**src/ctc_pkg.sv**
```systemverilog
`timescale 1ns / 1ps
// ----------------------------------------------------------------------------
// ctc_pkg
// Shared types and constants of the cruise throttle controller.
// ----------------------------------------------------------------------------
package ctc_pkg;

    // config register indexes
    localparam logic [2:0] CFG_TARGET_SPEED = 3'd0;
    localparam logic [2:0] CFG_MIN_GAP      = 3'd1;
    localparam logic [2:0] CFG_GAIN_P       = 3'd2;
    localparam logic [2:0] CFG_GAIN_I       = 3'd3;
    localparam logic [2:0] CFG_GAIN_D       = 3'd4;
    localparam logic [2:0] CFG_HOLD_TICKS   = 3'd5;

    // config reset values
    localparam logic [16:0]        RST_TARGET_SPEED = 17'd12800;
    localparam logic [15:0]        RST_MIN_GAP      = 16'd1920;
    localparam logic signed [31:0] RST_GAIN_P       = 32'sd3355443;
    localparam logic signed [31:0] RST_GAIN_I       = -32'sd168;
    localparam logic signed [31:0] RST_GAIN_D       = -32'sd335544;
    localparam logic [15:0]        RST_HOLD_TICKS   = 16'd180;

    // throttle codes, Q2.14
    localparam logic signed [15:0] THR_FULL       = 16'sd16384;
    localparam logic signed [15:0] THR_ZERO       = 16'sd0;
    localparam logic signed [15:0] THR_HALF_BRAKE = -16'sd8192;
    localparam logic signed [15:0] THR_FULL_BRAKE = -16'sd16384;

    // speed thresholds, km/h * 256
    localparam logic signed [17:0] SPD_STOP   = 18'sd256;
    localparam logic signed [17:0] SPD_NEAR   = 18'sd10240;
    localparam logic signed [17:0] SPD_FAR    = 18'sd11520;
    localparam logic [17:0]        SPD_PID    = 18'd5120;
    localparam logic [17:0]        SPD_ABS_STOP = 18'd256;

    // gap margins, m * 64
    localparam logic [16:0] GAP_MARGIN_NEAR = 17'd320;
    localparam logic [16:0] GAP_MARGIN_FAR  = 17'd640;

    // output buffer
    localparam int CTC_FIFO_DEPTH = 8;
    localparam int CTC_PTR_W      = $clog2(CTC_FIFO_DEPTH);

    typedef struct packed {
        logic               stop_done;
        logic               brake_hold;
        logic signed [15:0] throttle;
    } t_result;

    typedef struct packed {
        logic               valid;
        logic               use_pid;
        logic signed [15:0] fixed_thr;
        logic               brake_hold;
        logic               stop_done;
        logic signed [18:0] err;
        logic signed [19:0] diff;
        logic signed [47:0] sum;
    } t_pid_req;

endpackage

```
**src/ctc_fifo.sv**
```systemverilog
`timescale 1ns / 1ps
// ----------------------------------------------------------------------------
// ctc_fifo
// Small result queue in flops between the datapath and the output port.
// ----------------------------------------------------------------------------
module ctc_fifo
    import ctc_pkg::*;
(
    input  logic    i_clk,
    input  logic    i_rst_n,
    input  logic    i_wr_en,
    input  t_result i_wr_data,
    input  logic    i_rd_en,
    output logic    o_valid,
    output t_result o_rd_data
);

    t_result              r_mem [CTC_FIFO_DEPTH];
    logic [CTC_PTR_W:0]   r_wr_ptr;
    logic [CTC_PTR_W:0]   r_rd_ptr;
    logic [CTC_PTR_W:0]   n_wr_ptr;
    logic [CTC_PTR_W:0]   n_rd_ptr;

    assign o_valid   = (r_wr_ptr != r_rd_ptr);
    assign o_rd_data = r_mem[r_rd_ptr[CTC_PTR_W-1:0]];
    assign n_wr_ptr  = r_wr_ptr + (CTC_PTR_W+1)'(1);
    assign n_rd_ptr  = r_rd_ptr + (CTC_PTR_W+1)'(1);

    always_ff @(posedge i_clk) begin
        if (!i_rst_n) begin
            r_wr_ptr <= '0;
            r_rd_ptr <= '0;
        end else begin
            if (i_wr_en) begin
                r_wr_ptr <= n_wr_ptr;
            end
            if (i_rd_en && o_valid) begin
                r_rd_ptr <= n_rd_ptr;
            end
        end
    end

    always_ff @(posedge i_clk) begin
        if (i_wr_en) begin
            r_mem[r_wr_ptr[CTC_PTR_W-1:0]] <= i_wr_data;
        end
    end

endmodule

```
**config.mk**
```make
export PLATFORM = sky130hd
export DESIGN_NAME = ctc_fifo
export DESIGN_NICKNAME = d
export VERILOG_FILES = /design/src/ctc_pkg.sv /design/src/ctc_fifo.sv
export SDC_FILE = /design/constraint.sdc
export NUM_CORES = 1
export LEC_CHECK = 0
export BUFFER_PORTS_ARGS = -buffer_cell sky130_fd_sc_hd__buf_2
export CAP_MARGIN = 10
export CORE_MARGIN = 5
export CORE_UTILIZATION = 30
export CTS_CLUSTER_DIAMETER = 150
export DETAILED_ROUTE_END_ITERATION = 7
export MAX_ROUTING_LAYER = met4
export PLACE_DENSITY = 0.57
export RECOVER_POWER = 25
export SETUP_SLACK_MARGIN = 0.4
export SLEW_MARGIN = 20
export SYNTH_ARGS = -nofsm -noshare
export SYNTH_HDL_FRONTEND = slang
export SYNTH_SLANG_ARGS = --single-unit
```
**constraint.sdc**
```tcl
create_clock -name i_clk -period 4.4 [get_ports i_clk]
set_input_delay 0 -clock i_clk [delete_from_list [all_inputs] [get_ports i_clk]]
set_output_delay 0 -clock i_clk [all_outputs]
set_load 0.02 [all_outputs]
```
Word-level counts from Yosys, hierarchy flattened
Memory sizes are Yosys's and may differ from the RTL's. A register that Yosys moved wholly into a read port is not among the register bits.
Cells that the tools add are included.
Cells by class
  add/subtract/negate cells: 2
  $mul: 0
  divide/modulo/power cells: 0
  order comparisons: 0
  eq/ne operators: 1
  shift-type cells: 0
  mux-type cells: 4
  bitwise logic cells: 0
  reductions and logical operators: 1
Operators by type and width (number)
  $add A4 B1 Y4 const B: 2
  $mux W3: 2
  $ne A4 B4 Y1: 1
  $mux W1: 2
  $logic_and A1 B1 Y1: 1
Word-level totals
  bits in registers: 8
  latch bits: 0
  bits in writable memories: 144
  ROM bits: 0
  bits of input ports: 22
  output and inout port bits: 19
  logic and storage cells: 11
  memories: 1
Memories
  r_mem: depth 8, width 18, rd ports 1, clocked after Yosys merged registers in 1, write ports 1, RTL line ctc_fifo.sv:18  | t_result r_mem [CTC_FIFO_DEPTH];

Logic depth before layout (Yosys ltp)
Gate-level depths: netlist of run 1.
  word-level depth: 4
  gate-level depth with buffers: 5
  gate-level depth less buffers: 4

Worst setup path after synthesis of run 1
Ideal clock, no wire load.
  path type: flip-flop to flip-flop
  from: register r_wr_ptr[1]
  to: memory r_mem[0][0] (netlist name), enable pin
  setup time: 0.416 ns
  data arrival time: 1.791 ns
  data required time: 3.984 ns
  slack: 2.194 ns
  stages on the path, launching flop included: 3
  buffers on the path: 0
  period minus slack after synthesis: 2.206 ns
  path through: dfxtp_1 nand2b_1 nor3_1
RTL lines
  start: declaration: RTL line ctc_fifo.sv:19  | logic [CTC_PTR_W:0] r_wr_ptr;
  start signal: assignment: RTL line ctc_fifo.sv:35  | r_wr_ptr <= n_wr_ptr;
  end: declaration: RTL line ctc_fifo.sv:18
Straight into the memory's write port.

==> flow_summary_export.csv, run 1 <==
group,metric,value,unit
outcome,status,"finished, final reports clean",
floorplanning,chipHeight,153,µm
place,io_buffers,40,
timing,hold_violations,0,
timing,fin_skew,0.00479,ns
floorplanning,coreArea,0.0202,mm²
floorplanning,ioPinCount,41,
synthesis,synthTopCellsByCount,"144 x edfxtp_1, 24 x mux4_1, 18 x mux2_2",
critical_path,path_class,"reg -> out",
synthesis,synth_top_area_share,70.8,%
detailed_routing,viasPerCell,4.41,
timing,holdWs,0.408,ns
final_layout,layout.cells.non_filler,632,
final_layout,final_core_util,36.6,%
synthesis,yosysMostFrequentCell,"edfxtp_1",
final_layout,layout-drive-gt1-share,29.9,%
critical_path,reg2regPathDepth,3,
synthesis,yosys.area.top_type,"edfxtp_1",
critical_path,arrival,2.65,ns
timing,relSlewSlack,49.2,%
detailed_routing,drt-pass1-iter-count,4,
timing,fin_crit_sh,60.2,%
timing,final-max-slew-violation-count,0,
synthesis,ys.flop_type,"edfxtp_1",
floorplanning,start_util,30.3,%
floorplanning,rows,52,
detailed_routing,dr_total_vias,2786,
detailed_routing,first_iter_violations,179,
critical_path,worstPathMaxFanout,20,
global_route,grt_pass1_wl,17.4,mm
timing,worst_slew_pin_slew,0.761,ns
floorplanning,dieArea,0.0233,mm²
min_path,hp-class,"in -> reg",
min_path,holdPathStages,2,
place,dp_slack,2.14,ns
synthesis,syn_area_per_cell,22.7,µm²
clock_tree,cts.repair.resized,0,
synthesis,netlist_area,0.00611,mm²
clock_tree,cts_buffers,17,
synthesis,synth.distinct_cells,27,
global_route,grt_max_degree,37,
detailed_routing,drtAntennaViolNets,0,
clock_tree,cts_tree,"done",
critical_path,endpoint_kind,"primary output",
global_route,overflow,0,
final_layout,area_delta_synth_final,20.8,%
synthesis,synth_nets,293,
synthesis,syn_inst,269,
pwr,p_leak,0.00240,µW
timing,finalCriticalPeriod,2.65,ns
clock_tree,root_buffer,"clkbuf_16",
final_layout,nets,372,
pwr,power-per-cell-area,478,mW/mm²
flow_run,max-cap-violations,0,
synthesis,synth-warning-count,0,
critical_path,cp-start-kind,"flip-flop",
place,dpl.hpwl,6.52,mm
timing,setup_viol,0,
clock_tree,clk_transition_reported_paths,0.06,ns
clock_tree,htree_levels,4,
timing,fmax,0.377,GHz
synthesis,async_flop_share,0,%
detailed_routing,drt-total-wl,11.3,mm
detailed_routing,post_drt_wl_per_cell,17.9,µm
global_route,antenna_found_initial,1,
global_route,grt_pass1_vias,3009,
clock_tree,cts_hold_buf,22,
timing,final_critical_path_setup_slack,1.75,ns
clock_tree,cts_setup_buffers,0,
synthesis,synth_edf_count,144,
critical_path,cp.required,4.40,ns
timing,grt_setup_unrepaired,"false",
synthesis,synthTopCellsByArea,"edfxtp_1 71%, mux4_1 10%, mux4_2 4.4%",
clock_tree,clk_latency,0.42,ns
pwr,ir_drop,0.000277,V
global_route,globalRouteTotalUtil,10.4,%
timing,final.setup.tns,0,ns
synthesis,ys_ff_latch,155,
place,place_congestion,0.708,
detailed_routing,route.detailed.drc,0,
final_layout,fillers,1884,
synthesis,ys_seq_area_share,74.4,%
clock_tree,cts.path.max_buffers,2,
floorplanning,fp.dieW,153,µm
place,post-place-cells,577,
clock_tree,clkSinkCount,155,
[flip-flops by register name, summed over array words and instances, names as in the netlist, named ones only]
register  cells
r_rd_ptr      4
r_wr_ptr      4
r_mem       144
[critical path, stage by stage, from the launching register on]
cell and delay (ns):
dfxtp_2 0.68, buf_4 0.45, mux4_1 0.62, mux2_2 0.29
buf_2 0.17
[final timing paths]
check,start,end,slack (ns)
worst min-delay path,i_wr_data[7],r_mem[3][7],0.41
worst max register to register,r_wr_ptr[2],r_mem[6][2],2.39
worst min register to register,r_rd_ptr[3],r_rd_ptr[3],0.51
worst max-delay path,flip-flop,o_rd_data[1],1.75
[metal layers]
| metal | part of all wire [%] | track usage [%] | routed length [µm] |
|---|---|---|---|
| met5 | 0 | - | 0 |
| met4 | 1.5 | 3.82 | 165 |
| met3 | 4.0 | 3.24 | 453 |
| met2 | 50 | 16.2 | 5610 |
| met1 | 45 | 12.8 | 5100 |
[per-stage QoR]
stage	area [µm²]	total power, µW
2_1_floorplan	6110	2070
4_1_cts	7390	3570
5_1_grt	7380	3670
3_5_place_dp	6610	2190
6_report	7380	3520
3_3_place_gp	6610	2180
[final cells by class]
cell class	count	area [µm²]	area share, %
repair buffers	73	490	6.65
clock inverters	13	128	1.73
clock buffers	19	433	5.87
multi-input cells	99	1430	19.4
flip-flops and latches	155	4550	61.6
well taps	270	338	4.58
diodes	1	2.50	0.0339
inverters	2	7.51	0.102
[power by group]
part / switching (µW) / internal [µW]
clock: 540 / 826
sequential: 38.3 / 1660
combinational: 229 / 235
total: 807 / 2720
[cell usage in the layout, fill, tap and decap left out, drive strengths merged]
| cell type | n |
|---|---|
| edfxtp | 144 |
| buf | 41 |
| mux4 | 36 |
| clkbuf | 29 |
| dlygate4sd3 | 22 |
| mux2 | 18 |
| dfxtp | 11 |
| clkinv | 9 |
| xnor2 | 6 |
| nor2 | 6 |
| and2 | 5 |
| nand2 | 4 |
| o21ai | 4 |
| a21boi | 3 |
| nand2b | 2 |
| nor3 | 2 |
| xor2 | 2 |
| inv | 2 |
| or3 | 2 |
| nand3 | 2 |
| ha | 2 |
| bufinv | 2 |
| clkinvlp | 2 |
| diode | 1 |
| nand4 | 1 |
| or2b | 1 |
| a41o | 1 |
| mux2i | 1 |
| nor2b | 1 |
[cell families after synthesis]
kind of cell / after synthesis / synth area share [%]
xor gates and xnor gates: 8 / 1.15
adders and majority gates: 2 / 0.410
and+or+nand+nor: 26 / 2.19
DFF: 155 / 74.4
AOI/OAI and AO/OA: 8 / 1.05
muxes: 55 / 18.2
buffers and inverters: 15 / 2.54
No activity file was read; power rests on OpenSTA's default activity.
==> inputs of run 2 (changes only) <==
--- a/config.mk
+++ b/config.mk
@@ -12,7 +12,7 @@
 export CTS_CLUSTER_DIAMETER = 150
 export DETAILED_ROUTE_END_ITERATION = 7
 export MAX_ROUTING_LAYER = met4
-export PLACE_DENSITY = 0.57
+export PLACE_DENSITY = 0.59
 export RECOVER_POWER = 25
 export SETUP_SLACK_MARGIN = 0.4
 export SLEW_MARGIN = 20
==> constraint.sdc (replaced) <==
create_clock -name i_clk -period 2.4 [get_ports i_clk]
set_input_delay 0 -clock i_clk [delete_from_list [all_inputs] [get_ports i_clk]]
set_output_delay 0 -clock i_clk [all_outputs]
set_load 0.02 [all_outputs]
==> run 2 against run 1 <==
Effect of this change: register-to-register slack lost 1.7 ns; cell area is 6.1% higher; clock skew increased by 0.0064 ns; combinational power increased to 2.9 times the previous value; via count up 2.5%; critical endpoint is now o_rd_data[13].
==> flow_summary_export.csv, run 2 (synthesis results as in run 1) <==
group,metric,value,unit
floorplanning,fp.dieW,153,µm
timing,relSlewSlack,59.2,%
timing,fin_skew,0.0112,ns
pwr,ir_drop,0.000401,V
global_route,grt_pass1_vias,3146,
critical_path,worstPathCellList,"buf_12 -> buf_16 -> mux4_2 -> mux2_4 -> buf_6",
timing,final.setup.tns,0,ns
clock_tree,cts_buffers,17,
clock_tree,clkSinkCount,155,
place,io_buffers,40,
critical_path,reg2regPathDepth,3,
pwr,power-per-cell-area,939,mW/mm²
timing,setup_viol,0,
timing,fin_crit_sh,83.3,%
global_route,grt_max_degree,37,
timing,hold_violations,0,
final_layout,area_delta_synth_final,28.2,%
outcome,status,"finished, final reports clean",
floorplanning,start_util,30.3,%
critical_path,slowest_delay,0.52,ns
final_layout,layout_commonest_cell,"edfxtp_1",
clock_tree,root_buffer,"clkbuf_16",
timing,fmax,0.500,GHz
pwr,p_leak,0.00259,µW
floorplanning,ioPinCount,41,
final_layout,antenna_cells,0,
min_path,holdPathStages,4,
detailed_routing,drt-pass1-iter-count,6,
detailed_routing,post_drt_wl_per_cell,18.2,µm
timing,final-max-slew-violation-count,0,
detailed_routing,first_iter_violations,181,
global_route,globalRouteTotalUtil,10.8,%
place,dpl.hpwl,7.12,mm
critical_path,cp-start-kind,"flip-flop",
critical_path,path_class,"reg -> out",
critical_path,endpoint_kind,"primary output",
critical_path,arrival,2.00,ns
clock_tree,htree_levels,4,
final_layout,nets,388,
min_path,hp-class,"in -> reg",
critical_path,critical_path.top_delay_family,"multiplexers",
clock_tree,clk_latency,0.41,ns
global_route,overflow,0,
place,place_congestion,0.720,
timing,grt_setup_unrepaired,"true",
global_route,antenna_found_initial,0,
critical_path,cp.required,2.40,ns
floorplanning,rows,52,
critical_path,crit_slowest_cell,"mux4_2",
clock_tree,clk_transition_reported_paths,0.06,ns
final_layout,largest_reg_flops,144,
detailed_routing,drtAntennaViolNets,0,
timing,final_critical_path_setup_slack,0.401,ns
floorplanning,chipHeight,153,µm
detailed_routing,dr_total_vias,2857,
floorplanning,coreArea,0.0202,mm²
detailed_routing,drt-total-wl,11.8,mm
flow_run,max-cap-violations,0,
final_layout,layout-drive-gt1-share,39.8,%
place,dp_slack,0.629,ns
timing,worst_slew_pin_slew,0.612,ns
critical_path,crit_cells,5,
timing,finalCriticalPeriod,2.00,ns
global_route,grt_pass1_wl,18.5,mm
detailed_routing,viasPerCell,4.42,
clock_tree,cts_tree,"done",
floorplanning,dieArea,0.0233,mm²
critical_path,worstPathMaxFanout,5,
critical_path,cp_num_buf_inv,3,
final_layout,final_cell_mix,"144 x edfxtp_1, 35 x mux4_2, 20 x dlygate4sd3_1",
detailed_routing,route.detailed.drc,0,
clock_tree,cts.path.max_buffers,2,
==> run 2: layout make-up <==
class                   instances  area, µm²
flip-flops and latches        155       4550
clock inverters                12        209
repair buffers                 89        870
clock buffers                  20        457
fillers                      1845      12300
multi-input cells              99       1400
well taps                     270        338
inverters                       2       7.51
==> run 2: tightest hold or removal path, cell delays in order <==
cell	delay (ns)
buf_2	0.10
inv_1	0.07
a41o_4	0.14
o21ai_0	0.09
==> run 2: stage by stage <==
step                      power, µW  cell area (µm²)  std cells  utilization [%]  hold slack [ns]
final                          7350             7830        647             38.8           0.0297
after global routing           7630             7830        647             38.8           0.0466
after CTS                      7410             7840        647             38.9           0.0243
after detailed placement       4050             6700        586             33.2            0.275
after global placement         4040             6700        586             33.2            0.263
after floorplan                3790             6120        269                -           0.0989
==> run 2: metal layers <==
metal | routed length [µm] | track usage, %
met5 | 0 | -
met4 | 150 | 3.69
met3 | 445 | 2.93
met2 | 6170 | 17.9
met1 | 5020 | 13.0
==> run 2: power by group <==
group / leakage (µW) / switching [µW] / internal [µW]
Clock: 0.000318 / 1020 / 1920
Combinational: 0.000874 / 549 / 782
Sequential: 0.00140 / 41.7 / 3040
Total: 0.00259 / 1610 / 5740
==> run 2: final timing paths <==
path               start             to  slack (ns)
max            flip-flop  o_rd_data[13]        0.40
min              i_rd_en      flip-flop        0.03
max reg2reg  r_wr_ptr[0]    r_mem[7][4]        0.69
min reg2reg  r_rd_ptr[3]    r_rd_ptr[3]        0.50
==> run 2: repair_timing <==
item                                    in CTS  in global routing
gates resized for setup                     68                 14
hold buffers                                20                  0
hold endpoints to repair                   155                  0
setup buffers                                5                  0
gates cloned                                 4                  0
endpoints found under the setup margin      18                 18
